### src/sv/mlnp_pkg.sv
// Shared codes and controller/datapath interface types for the mono legato note block.
`default_nettype none
package mlnp_pkg;

  // Request command codes
  localparam logic [1:0] CMD_NOTE_ON  = 2'd0;
  localparam logic [1:0] CMD_NOTE_OFF = 2'd1;
  localparam logic [1:0] CMD_ALL_OFF  = 2'd2;
  localparam logic [1:0] CMD_RSVD     = 2'd3;

  // Voice mode codes
  localparam logic [1:0] MODE_POLY   = 2'd0;
  localparam logic [1:0] MODE_MONO   = 2'd1;
  localparam logic [1:0] MODE_LEGATO = 2'd2;

  // Voice action codes
  localparam logic [2:0] ACT_NONE     = 3'd0;
  localparam logic [2:0] ACT_FORWARD  = 3'd1;
  localparam logic [2:0] ACT_START    = 3'd2;
  localparam logic [2:0] ACT_GLIDE    = 3'd3;
  localparam logic [2:0] ACT_STOP     = 3'd4;
  localparam logic [2:0] ACT_STOP_ALL = 3'd5;

  localparam int IN_DATA_W  = 24;
  localparam int OUT_DATA_W = 24;

  // Controller to datapath commands
  typedef struct packed {
    logic load_req;
    logic set_vel;
    logic clear;
    logic scan_start;
    logic scan_step;
    logic shift;
    logic commit;
    logic push;
    logic tail_rd;
    logic out_load;
  } ctl_cmd_t;

  // Datapath to controller status
  typedef struct packed {
    logic [1:0] req_cmd;
    logic       mode_poly;
    logic       scan_done;
    logic       wr_zero;
    logic       wr_full;
    logic       out_free;
  } ctl_sts_t;

endpackage
`default_nettype wire

### src/sv/mlnp_datapath.sv
// Datapath: request registers, held-note memory, scan pointers and result register.
`default_nettype none
module mlnp_datapath #(
  parameter int MAX_HELD = 16
) (
  input  wire                             clk,
  input  wire                             rst_n,
  input  wire  [mlnp_pkg::IN_DATA_W-1:0]  in_tdata,
  input  wire                             cfg_valid,
  input  wire  [1:0]                      cfg_data,
  input  mlnp_pkg::ctl_cmd_t              cmd,
  output mlnp_pkg::ctl_sts_t              sts,
  output logic                            out_tvalid,
  input  wire                             out_tready,
  output logic [mlnp_pkg::OUT_DATA_W-1:0] out_tdata
);
  import mlnp_pkg::*;

  localparam int IW = (MAX_HELD > 1) ? $clog2(MAX_HELD) : 1;
  localparam int CW = $clog2(MAX_HELD + 1);
  localparam logic [CW-1:0] MAX_C = CW'(MAX_HELD);

  // request registers
  logic [1:0] req_cmd_r;
  logic [4:0] chan_r;
  logic [6:0] note_r;
  logic [6:0] vel_r;
  logic       tail_r;
  logic       snd_r;

  logic [1:0]    mode_r;
  logic [6:0]    last_vel_r;
  logic [CW-1:0] count_r;
  logic [CW-1:0] rd_ptr_r;
  logic [CW-1:0] wr_ptr_r;
  logic          pend_r;
  logic          pend_first_r;
  logic          already_r;

  logic          out_valid_r;
  logic [OUT_DATA_W-1:0] out_data_r;

  // held-note memory
  logic [6:0] mem [MAX_HELD];
  logic [6:0] rd_q;
  logic          we;
  logic          re;
  logic [IW-1:0] wa;
  logic [IW-1:0] ra;
  logic [6:0]    wd;

  logic rd_more;
  logic keep;
  logic [CW-1:0] tail_idx;

  assign rd_more  = rd_ptr_r < count_r;
  assign keep     = pend_r && (cmd.shift ? !pend_first_r : (rd_q != note_r));
  assign tail_idx = count_r - 1'b1;

  always_comb begin
    we = 1'b0;
    re = 1'b0;
    wa = wr_ptr_r[IW-1:0];
    ra = rd_ptr_r[IW-1:0];
    wd = rd_q;
    if (cmd.scan_step) begin
      re = rd_more;
      we = keep;
    end
    if (cmd.push) begin
      we = 1'b1;
      wa = count_r[IW-1:0];
      wd = note_r;
    end
    if (cmd.tail_rd) begin
      re = 1'b1;
      ra = tail_idx[IW-1:0];
    end
  end

  always_ff @(posedge clk) begin
    if (we) mem[wa] <= wd;
    if (re) rd_q <= mem[ra];
  end

  always_ff @(posedge clk) begin
    if (cmd.load_req) begin
      chan_r    <= in_tdata[6:2];
      note_r    <= in_tdata[13:7];
      vel_r     <= in_tdata[20:14];
      tail_r    <= in_tdata[21];
      snd_r     <= in_tdata[22];
    end
  end

  always_ff @(posedge clk) begin
    if (!rst_n) begin
      req_cmd_r    <= CMD_RSVD;
    end else if (cmd.load_req) begin
      req_cmd_r    <= in_tdata[1:0];
    end
  end

  always_ff @(posedge clk) begin
    if (!rst_n) begin
      mode_r       <= MODE_POLY;
      last_vel_r   <= '0;
      count_r      <= '0;
      rd_ptr_r     <= '0;
      wr_ptr_r     <= '0;
      pend_r       <= 1'b0;
      pend_first_r <= 1'b0;
      already_r    <= 1'b0;
    end else begin
      if (cfg_valid) mode_r <= cfg_data;
      if (cmd.set_vel) last_vel_r <= vel_r;
      if (cmd.clear) count_r <= '0;
      if (cmd.scan_start) begin
        rd_ptr_r <= '0;
        wr_ptr_r <= '0;
        pend_r   <= 1'b0;
      end else if (cmd.scan_step) begin
        pend_r       <= rd_more;
        pend_first_r <= (rd_ptr_r == '0);
        if (rd_more) rd_ptr_r <= rd_ptr_r + 1'b1;
        if (keep)    wr_ptr_r <= wr_ptr_r + 1'b1;
      end
      if (cmd.commit) begin
        count_r <= wr_ptr_r;
        if (!cmd.shift) already_r <= (wr_ptr_r != '0);
      end
      if (cmd.push) count_r <= count_r + 1'b1;
    end
  end

  // result composition from request, list state and tail read
  logic [2:0] act;
  logic [6:0] onote;
  logic [6:0] ovel;
  logic       otail;
  logic       legato;

  assign legato = mode_r[1];

  always_comb begin
    act   = ACT_NONE;
    onote = '0;
    ovel  = '0;
    otail = 1'b0;
    case (req_cmd_r)
      CMD_ALL_OFF: begin
        act   = ACT_STOP_ALL;
        otail = tail_r;
      end
      CMD_NOTE_ON: begin
        onote = note_r;
        if (mode_r == MODE_POLY) begin
          act  = ACT_FORWARD;
          ovel = vel_r;
        end else if (legato && already_r && snd_r) begin
          act = ACT_GLIDE;
        end else begin
          act  = ACT_START;
          ovel = vel_r;
        end
      end
      CMD_NOTE_OFF: begin
        if (mode_r == MODE_POLY || count_r == '0) begin
          act   = ACT_STOP;
          onote = note_r;
          ovel  = vel_r;
          otail = tail_r;
        end else begin
          onote = rd_q;
          if (legato && snd_r) begin
            act = ACT_GLIDE;
          end else begin
            act  = ACT_START;
            ovel = last_vel_r;
          end
        end
      end
      default: act = ACT_NONE;
    endcase
  end

  always_ff @(posedge clk) begin
    if (!rst_n) begin
      out_valid_r <= 1'b0;
    end else if (cmd.out_load) begin
      out_valid_r <= 1'b1;
    end else if (out_tready) begin
      out_valid_r <= 1'b0;
    end
  end

  always_ff @(posedge clk) begin
    if (cmd.out_load) out_data_r <= {1'b0, otail, ovel, onote, chan_r, act};
  end

  assign out_tvalid = out_valid_r;
  assign out_tdata  = out_data_r;

  assign sts.req_cmd   = req_cmd_r;
  assign sts.mode_poly = (mode_r == MODE_POLY);
  assign sts.scan_done = !pend_r && !rd_more;
  assign sts.wr_zero   = (wr_ptr_r == '0);
  assign sts.wr_full   = (wr_ptr_r == MAX_C);
  assign sts.out_free  = !out_valid_r || out_tready;

  // list never grows past its depth
  a_count_bound: assert property (@(posedge clk) disable iff (!rst_n)
    count_r <= MAX_C)
    else $error("held count above depth");

  // compaction never writes ahead of the read side
  a_wr_behind_rd: assert property (@(posedge clk) disable iff (!rst_n)
    cmd.scan_step |-> wr_ptr_r <= rd_ptr_r)
    else $error("scan write pointer passed read pointer");

  // appending needs a free slot
  a_push_room: assert property (@(posedge clk) disable iff (!rst_n)
    cmd.push |-> count_r < MAX_C)
    else $error("push into full list");

  // a new result never overwrites one still waiting
  a_out_hold: assert property (@(posedge clk) disable iff (!rst_n)
    cmd.out_load |-> (!out_valid_r || out_tready))
    else $error("result register overwritten");

endmodule
`default_nettype wire

### src/sv/mlnp_ctrl.sv
// Controller: sequences accept, list scans, append, tail read and result load.
`default_nettype none
module mlnp_ctrl (
  input  wire                clk,
  input  wire                rst_n,
  input  wire                in_tvalid,
  output logic               in_tready,
  input  mlnp_pkg::ctl_sts_t sts,
  output mlnp_pkg::ctl_cmd_t cmd
);
  import mlnp_pkg::*;

  localparam logic [2:0] ST_IDLE   = 3'd0;
  localparam logic [2:0] ST_DECODE = 3'd1;
  localparam logic [2:0] ST_SCAN   = 3'd2;
  localparam logic [2:0] ST_SHIFT  = 3'd3;
  localparam logic [2:0] ST_PUSH   = 3'd4;
  localparam logic [2:0] ST_TRD    = 3'd5;
  localparam logic [2:0] ST_OUT    = 3'd6;

  logic [2:0] state_r;
  logic [2:0] state_nxt;

  always_comb begin
    state_nxt = state_r;
    cmd       = '0;
    unique case (state_r)
      ST_IDLE: begin
        if (in_tvalid) begin
          cmd.load_req = 1'b1;
          state_nxt    = ST_DECODE;
        end
      end
      ST_DECODE: begin
        if (sts.req_cmd == CMD_ALL_OFF) begin
          cmd.clear = 1'b1;
          state_nxt = ST_OUT;
        end else if (sts.req_cmd == CMD_RSVD || sts.mode_poly) begin
          state_nxt = ST_OUT;
        end else begin
          cmd.set_vel    = (sts.req_cmd == CMD_NOTE_ON);
          cmd.scan_start = 1'b1;
          state_nxt      = ST_SCAN;
        end
      end
      ST_SCAN: begin
        cmd.scan_step = 1'b1;
        if (sts.scan_done) begin
          cmd.commit = 1'b1;
          if (sts.req_cmd == CMD_NOTE_ON) begin
            if (sts.wr_full) begin
              cmd.scan_start = 1'b1;
              state_nxt      = ST_SHIFT;
            end else begin
              state_nxt = ST_PUSH;
            end
          end else begin
            state_nxt = sts.wr_zero ? ST_OUT : ST_TRD;
          end
        end
      end
      ST_SHIFT: begin
        cmd.scan_step = 1'b1;
        cmd.shift     = 1'b1;
        if (sts.scan_done) begin
          cmd.commit = 1'b1;
          state_nxt  = ST_PUSH;
        end
      end
      ST_PUSH: begin
        cmd.push  = 1'b1;
        state_nxt = ST_OUT;
      end
      ST_TRD: begin
        cmd.tail_rd = 1'b1;
        state_nxt   = ST_OUT;
      end
      ST_OUT: begin
        if (sts.out_free) begin
          cmd.out_load = 1'b1;
          state_nxt    = ST_IDLE;
        end
      end
      default: state_nxt = ST_IDLE;
    endcase
  end

  always_ff @(posedge clk) begin
    if (!rst_n) begin
      state_r <= ST_IDLE;
    end else begin
      state_r <= state_nxt;
    end
  end

  assign in_tready = (state_r == ST_IDLE);

endmodule
`default_nettype wire

### src/sv/mono_legato_note_priority.sv
// Top level of the last-note-priority mono/legato voice controller.
`default_nettype none
// Turns note-on, note-off and all-notes-off requests into one voice action
// each. voice_mode (cfg port) picks poly forwarding, mono retrigger or legato
// glide; write it only while idle. In mono/legato the block keeps an ordered,
// duplicate-free list of up to MAX_HELD held notes in a small memory with one
// read and one write port, and rewrites it by compaction, one entry per cycle.
// Per request: all-notes-off, unused commands and poly events go from decode
// straight to the result register. In mono/legato the list is scanned first;
// a note-off then reads the new tail to fall back to the newest held note, or
// stops when the list is left empty; a note-on appends its note, and on a
// full list a second shift pass first drops the oldest note. The next request
// is accepted once the previous one is in the result register, at the edge at
// which that result can first be taken, so a stalled output holds nothing up
// until a second result is ready. No clearing pass after reset: only entries
// below the fill count are ever read.
module mono_legato_note_priority #(
  parameter int MAX_HELD = 16
) (
  input  wire                             clk,
  input  wire                             rst_n,
  // request channel
  input  wire                             in_tvalid,
  output logic                            in_tready,
  // [1:0] cmd, [6:2] channel, [13:7] note, [20:14] velocity,
  // [21] tail_off, [22] voice_sounding, [23] zero
  input  wire  [mlnp_pkg::IN_DATA_W-1:0]  in_tdata,
  // result channel
  output logic                            out_tvalid,
  input  wire                             out_tready,
  // [2:0] action, [7:3] out_channel, [14:8] out_note,
  // [21:15] out_velocity, [22] out_tail_off, [23] zero
  output logic [mlnp_pkg::OUT_DATA_W-1:0] out_tdata,
  // voice_mode register write
  input  wire                             cfg_valid,
  output logic                            cfg_ready,
  input  wire  [1:0]                      cfg_data
);
  import mlnp_pkg::*;

  ctl_cmd_t cmd;
  ctl_sts_t sts;

  // register write always taken; the user must issue it only while idle, the block does not enforce this
  assign cfg_ready = 1'b1;

  mlnp_ctrl u_ctrl (
    .clk       (clk),
    .rst_n     (rst_n),
    .in_tvalid (in_tvalid),
    .in_tready (in_tready),
    .sts       (sts),
    .cmd       (cmd)
  );

  mlnp_datapath #(
    .MAX_HELD (MAX_HELD)
  ) u_datapath (
    .clk        (clk),
    .rst_n      (rst_n),
    .in_tdata   (in_tdata),
    .cfg_valid  (cfg_valid),
    .cfg_data   (cfg_data),
    .cmd        (cmd),
    .sts        (sts),
    .out_tvalid (out_tvalid),
    .out_tready (out_tready),
    .out_tdata  (out_tdata)
  );

endmodule
`default_nettype wire

### config.mk
export PLATFORM = sky130hd
export DESIGN_NAME = mono_legato_note_priority
export DESIGN_NICKNAME = d
export VERILOG_FILES = /design/src/sv/mlnp_pkg.sv /design/src/sv/mlnp_datapath.sv /design/src/sv/mlnp_ctrl.sv /design/src/sv/mono_legato_note_priority.sv
export SDC_FILE = /design/constraint.sdc
export NUM_CORES = 1
export LEC_CHECK = 0
export BUFFER_PORTS_ARGS = -buffer_cell sky130_fd_sc_hd__buf_2
export CORE_ASPECT_RATIO = 0.6
export CORE_UTILIZATION = 50
export CTS_CLUSTER_DIAMETER = 120
export CTS_CLUSTER_SIZE = 30
export DETAILED_ROUTE_END_ITERATION = 10
export GPL_TIMING_DRIVEN = 0
export PLACE_DENSITY = 0.75
export RECOVER_POWER = 100
export SLEW_MARGIN = 20
export SYNTH_ARGS = -nofsm -noshare
export SYNTH_HDL_FRONTEND = slang
export SYNTH_SLANG_ARGS = --single-unit
export TNS_END_PERCENT = 5
### constraint.sdc
create_clock -name clk -period 2.6 [get_ports clk]
set_input_delay 0.26 -clock clk [delete_from_list [all_inputs] [get_ports clk]]
set_output_delay 0.26 -clock clk [all_outputs]
set_load 0.02 [all_outputs]
* After elaboration in Yosys (flattened, before gate mapping)
Memory sizes are Yosys's and may differ from the RTL's. A register that Yosys moved wholly into a read port is not among the register bits.
Index checks and enable logic that the tools add are counted.
** Storage, ports and cells
- Register bits after elaboration :: 77
- Bits in latches :: 0
- RAM bits :: 112
- Bits in read-only memories :: 0
- Input bits :: 31
- Logic and storage cells :: 129
- Memories kept :: 1
** Operators by class
- Add/sub/neg operators :: 4
- Multiply operators :: 0
- Divide/modulo/power cells :: 0
- Order comparisons :: 1
- Eq/ne operators :: 15
- Shift operators :: 0
- Muxes and demuxes :: 59
- Bitwise logic cells :: 3
- Reductions and logical operators :: 29
** Memories
- u_datapath.mem :: words 16, bits a word 7, rd ports 1, clocked after Yosys merged registers in 1, write ports 1, line mlnp_datapath.sv:44 : logic [6:0] mem [MAX_HELD];
** Operators by type and width (count)
- 7-bit 2-to-1 mux :: 6
- 1-bit 2-to-1 mux :: 30
- 3-bit 2-to-1 mux :: 10
- 7-bit one-hot mux with 2 select lines :: 2
- 3-bit one-hot mux with 6 select lines :: 1
- 5-bit by 1-bit adder with 5-bit output, second input constant :: 3
- 5-bit logical NOT :: 3
- 5-bit 2-to-1 mux :: 3
- 3-bit == test, second input constant :: 3
- 3-bit one-hot mux with 3 select lines :: 1
- 4-bit 2-to-1 mux :: 2
- 2-bit inequality test, second input constant :: 4
- 2-bit AND reduction :: 4
- 7-bit inequality test :: 1
- 3-bit by 2-bit == test with 1-bit output, second input constant :: 2
- 2-bit OR reduction :: 3
- 5-bit == test, second input constant :: 1
- 1-bit logical AND :: 5
- 5-bit less-than comparator :: 1
- 5-bit nonzero test :: 1
- 2-bit == test, second input constant :: 2
- 1-bit logical NOT :: 4
- 2-bit logical NOT :: 2
- 2-bit 2-to-1 mux :: 2
- other kinds (10) :: 15

* Longest topological paths before layout
- Depth after elaboration :: 8
- Gate-level depth with buffers :: 11
- Depth with buffers taken out :: 7

* Hierarchy
Synthesis repeated with hierarchy kept, for this count alone.
** Second synthesis, totals
- Cell total of the unflattened synthesis :: 713
- Area, all modules :: 8797.2 um2
** By module, submodules not included
- mlnp_datapath :: times used 1, cells an instance 664, area each 8439.3 um2, sequential area each 5495.3 um2
- mlnp_ctrl :: times used 1, cells an instance 47, area each 346.6 um2, sequential area each 60.1 um2
- mono_legato_note_priority :: times used 1, cells an instance 2, area each 11.3 um2, sequential area each 0.0 um2

* Least setup slack after synthesis
Ideal clock, no wire load.
- Kind :: flip-flop to flip-flop
- From :: register u_datapath.count_r[0]
- To :: register u_datapath.rd_q[0], read port of u_datapath.mem, data pin
- Library setup time :: 0.260 ns
- Arrival time :: 2.263 ns
- Required time :: 2.340 ns
- Path slack :: 0.078 ns
- Stages on the path, launching flop included :: 12
- Path buffers :: 4
- Period minus slack after synthesis :: 2.522 ns
- Path through :: dfxtp_1 > buf_2 > clkbuf_1 > inv_1 > ha_1 > inv_1 > mux2i_1 > buf_6 > buf_8 > mux2i_1 > mux2i_1 > mux2_2
** On the way
- Cells in the longest elaborated chain, start to end :: 3
- Elaborated cells between the ends (all ways) :: 5
- Those cells by class :: add/sub: 1; order compare: 1; mux: 3
** Ends and longest elaborated chain
- from (decl) :: line mlnp_datapath.sv:33 : logic [CW-1:0] count_r;
- from (signal assigned) :: line mlnp_datapath.sv:129 : count_r <= wr_ptr_r;
- from (signal assigned) :: line mlnp_datapath.sv:132 : if (cmd.push) count_r <= count_r + 1'b1;
- 5-bit less-than comparator :: line mlnp_datapath.sv:56 : assign rd_more = rd_ptr_r < count_r;
- 1-bit 2-to-1 mux :: line mlnp_datapath.sv:66 : if (cmd.scan_step) begin
- 1-bit 2-to-1 mux :: line mlnp_datapath.sv:75 : if (cmd.tail_rd) begin
- to (decl) :: line mlnp_datapath.sv:45 : logic [6:0] rd_q;
Several ways; a longest one is shown, not always the timed one.
A chain may end at the register's enable or synchronous reset.

* Final worst setup path
- From :: register u_ctrl.state_r[0]
- To :: memory u_datapath.mem[9][3] (enable)
** On the way
- Cells in the longest elaborated chain, start to end :: 8
- Elaborated cells between the ends (all ways) :: 14
- Those cells by class :: eq/ne: 3; mux: 9; reduce/logical: 2
** Ends and longest elaborated chain
- from (decl) :: line mlnp_ctrl.sv:21 : logic [2:0] state_r;
- from (signal assigned) :: line mlnp_ctrl.sv:92 : state_r <= state_nxt;
- 3-bit by 2-bit == test with 1-bit output :: line mlnp_ctrl.sv:27 : unique case (state_r)
- 1-bit 2-to-1 mux :: line mlnp_ctrl.sv:27
- 1-bit 2-to-1 mux :: line mlnp_datapath.sv:57 : assign keep = pend_r && (cmd.shift ? !pend_first_r : (rd_q != note_r));
- 1-bit logical AND :: line mlnp_datapath.sv:57
- 1-bit 2-to-1 mux :: line mlnp_datapath.sv:66
- 1-bit 2-to-1 mux :: line mlnp_datapath.sv:70 : if (cmd.push) begin
- 1-bit 2-to-1 mux :: line mlnp_datapath.sv:82 : if (we) mem[wa] <= wd;
- 1-bit 2-to-1 mux (not written as such) :: line mlnp_datapath.sv:82
- to (decl) :: line mlnp_datapath.sv:44
Several ways; a longest one is shown, not always the timed one.

==> impl_metrics.csv <==
group,metric,value,unit
die,coreArea,19080,um2
global_routing,gr-usage-all-layers,0.2407,
global_routing,antenna_found_initial,0,
clock_network,path_clk_slew,0.07,ns
worst_setup_path,rr_worst_depth,7,
synth,syn_nets,779,
worst_setup_path,path_class,"reg -> reg",
detailed_routing,dr.pass1.iters,6,
detailed_routing,drt_iter0_drc,810,
clock_network,cts_made_buffers,17,
pwr,total_power,10.96,mW
die,start_util,0.5121,
timing,max_freq,394.4,MHz
clock_network,htree_levels,4,
worst_setup_path,start_kind,"flop",
finish,regArea,5558,um2
die,num_rows,39,
detailed_routing,via_per_inst,5.939,
synth,yosysSeqAreaShare,0.5686,
worst_setup_path,crit_arrival,2.65,ns
place,dp_hpwl,16980,um
timing,maxSlewHeadroom,0.3185,
timing,skew,0.01096,ns
synth,ys_types,55,
synth,ys_warn_count,0,
clock_network,clk_latency,0.44,ns
die,fp.dieH,110.3,um
die,die_area,20120,um2
die,io_pins,58,
synth,ys_seq_elements,196,
finish,multi_input_area,4065,um2
pwr,powerDensity,968.4,nW/um2
clock_network,clock_sinks,196,
detailed_routing,postRouteAntennaNets,0,
hold_path,hold_class,"in -> reg",
synth,synthCells,734,
worst_setup_path,end_kind,"flop",
timing,finalHoldViolCount,0,
finish,antenna-diode-count,0,
detailed_routing,drc,0,
timing,rsz0062_at_grt,"true",
global_routing,grt_pass1_vias,6174,
clock_network,cts_tree,"built",
synth,avgSynthCellArea,13.31,um2
timing,maxSlewViolCount,0,
finish,drive_gt1_frac,0.1730,
finish,fill_cells,1504,
hold_path,hold_depth,1,
timing,fin_crit,2.536,ns
global_routing,grt_overflow,0,
timing,finalCritPeriodShare,0.9753,
finish,syn2layout_area_growth,15.87,%
status,status,"complete, no violations",
timing,setup_slack,0.06425,ns
finish,post-route-util,0.5934,
synth,synth_ff_type,"edfxtp_1",
pwr,vdd_ir_drop_max,0.6592,mV
timing,worst_pin_slew,1.021,ns
synth,synth_edf_count,163,
worst_setup_path,required,2.71,ns
place,dpl_cell_area,10390,um2
place,pre_cts_ws,-0.6532,ns
pwr,leakagePower,4.501,nW
clock_network,cts-root-buf,"clkbuf_16",
place,portBuffers,54,
clock_network,cts_setup_buffers,0,
finish,fin_area,11320,um2
global_routing,grt_pass1_wl,35180,um
global_routing,grt_max_degree,26,
clock_network,clk_path_buf_depth,2,
finish,finalNetCount,870,
synth,synth_area,9771,um2
place,gp_congestion,0.9124,
flow_run,drv_cap,0,
synth,synth_async_sr_flop_share,0,
detailed_routing,vias,6557,
timing,finalSetupViolations,0,
worst_setup_path,crit_fanout,10,
detailed_routing,post_drt_wl_per_cell,21.64,um
detailed_routing,wl,23890,um
die,die_x,182.5,um
metrics by stage:
step	hold WS, ns	cells	setup TNS, ns
6_report	0.01762	1104	0
2_1_floorplan	0.3589	734	0
3_5_place_dp	0.4045	1055	-30.85
4_1_cts	0.003165	1103	-5.357
5_1_grt	0.007826	1104	-0.6152
3_3_place_gp	0.4022	1054	-29.90
cells in the final DEF (no fill, tap or decap), types with 4 or more instances in the layout:
| cell | count |
|---|---|
| a22o_1 | 15 |
| dfxtp_1 | 31 |
| edfxtp_1 | 163 |
| dlygate4sd3_1 | 18 |
| nand2b_1 | 4 |
| buf_4 | 9 |
| mux2i_1 | 223 |
| mux2_2 | 7 |
| nand2_1 | 42 |
| o32a_2 | 4 |
| nor3_1 | 5 |
| nor2_4 | 16 |
| xor2_1 | 4 |
| inv_1 | 19 |
| nor2_1 | 31 |
| buf_2 | 44 |
| a21oi_1 | 19 |
| clkbuf_16 | 17 |
| inv_8 | 5 |
| xnor2_1 | 13 |
| a31oi_1 | 4 |
| clkbuf_1 | 36 |
| ha_1 | 14 |
| nand3_1 | 11 |
| o221a_2 | 4 |
| buf_6 | 5 |
| o21ai_0 | 7 |
logic make-up after synthesis:
logic type | synth area share
muxes | 0.2406
DFF | 0.5686
and+or+nand+nor | 0.06224
AOI/OAI and AO/OA | 0.05929
buffers and inverters | 0.03534
xor gates and xnor gates | 0.01524
adders and majority gates | 0.01793
other | 0.0007686
synthesized netlist by cell type, types with 4 or more instances:
cell        n  share of area
clkbuf_1   10         0.0038
a21oi_1    19         0.0097
nor3_1      5         0.0026
a22o_1     15          0.013
buf_4       8         0.0061
nand2_1    43          0.017
mux2i_1   227           0.23
dfxtp_1    33          0.068
nand2b_1    4         0.0026
nor2_1     48          0.018
inv_1      19         0.0073
nand3_1    11         0.0056
ha_1       14          0.018
mux2_2      7         0.0081
xor2_1      4         0.0036
buf_6       5         0.0058
xnor2_1    13          0.012
o221a_2     4         0.0046
edfxtp_1  163           0.50
o21ai_0     7         0.0036
o32a_1      4         0.0041
buf_2      18         0.0092
a31oi_1     7         0.0045
repair_timing:
| action | 4_1_cts | 5_1_grt |
|---|---|---|
| setup endpoints to repair | 134 | 187 |
| hold buffers | 17 | 1 |
| gates cloned | 0 | 0 |
| hold endpoints to repair | 17 | 1 |
| pin swaps | 0 | 1 |
| resized for setup | 33 | 24 |
area by class of cell:
cell class,instances,area share
sequential,196,0.4909
clock inverter,12,0.009836
multi-input combinational,476,0.3591
timing repair buffer,73,0.03824
inverter,19,0.006300
clock buffer,20,0.04034
buffer,42,0.02586
tap,266,0.02940
state kept, by name, indices dropped and copies added, names as in the netlist, 2 cells and up:
name,cells
u_datapath.chan_r,5
u_ctrl.state_r,3
u_datapath.req_cmd_r,2
u_datapath.note_r,7
u_datapath.mem,112
u_datapath.rd_q,7
u_datapath.last_vel_r,7
u_datapath.count_r,5
u_datapath.wr_ptr_r,5
u_datapath.vel_r,7
u_datapath.mode_r,2
u_datapath.out_tdata,23
u_datapath.rd_ptr_r,5
routing by layer:
layer / wire [um] / global-route usage / part of all wire
met4: 171 / 0.05162 / 0.0072
met2: 10010 / 0.3416 / 0.42
met3: 2275 / 0.05585 / 0.095
met1: 11430 / 0.3711 / 0.48
met5: 0 / 0 / 0
final timing paths:
path | from | end | slack, ns
setup / recovery | u_ctrl.state_r[0] | u_datapath.mem[9][3] | 0.06
hold / removal | in_tdata[13] | u_datapath.note_r[6] | 0.02
setup reg to reg | u_ctrl.state_r[0] | u_datapath.mem[9][3] | 0.06
hold reg to reg | u_datapath.chan_r[2] | u_datapath.out_tdata[5] | 0.42
critical path, cell delays in order (launching register included):
cell	delay (ns)
dfxtp_1	0.31
buf_2	0.22
nor2b_2	0.32
a2111o_1	0.27
o211ai_2	0.13
buf_4	0.21
o32a_2	0.47
nor2_4	0.29
power by group:
part	internal (mW)	total (mW)	switching, mW
Clock	1.32	2.55	1.23
Sequential	4.13	4.34	0.207
Combinational	1.48	4.07	2.60
Total	6.93	11.0	4.03
Power figures use the tool's default switching activity.
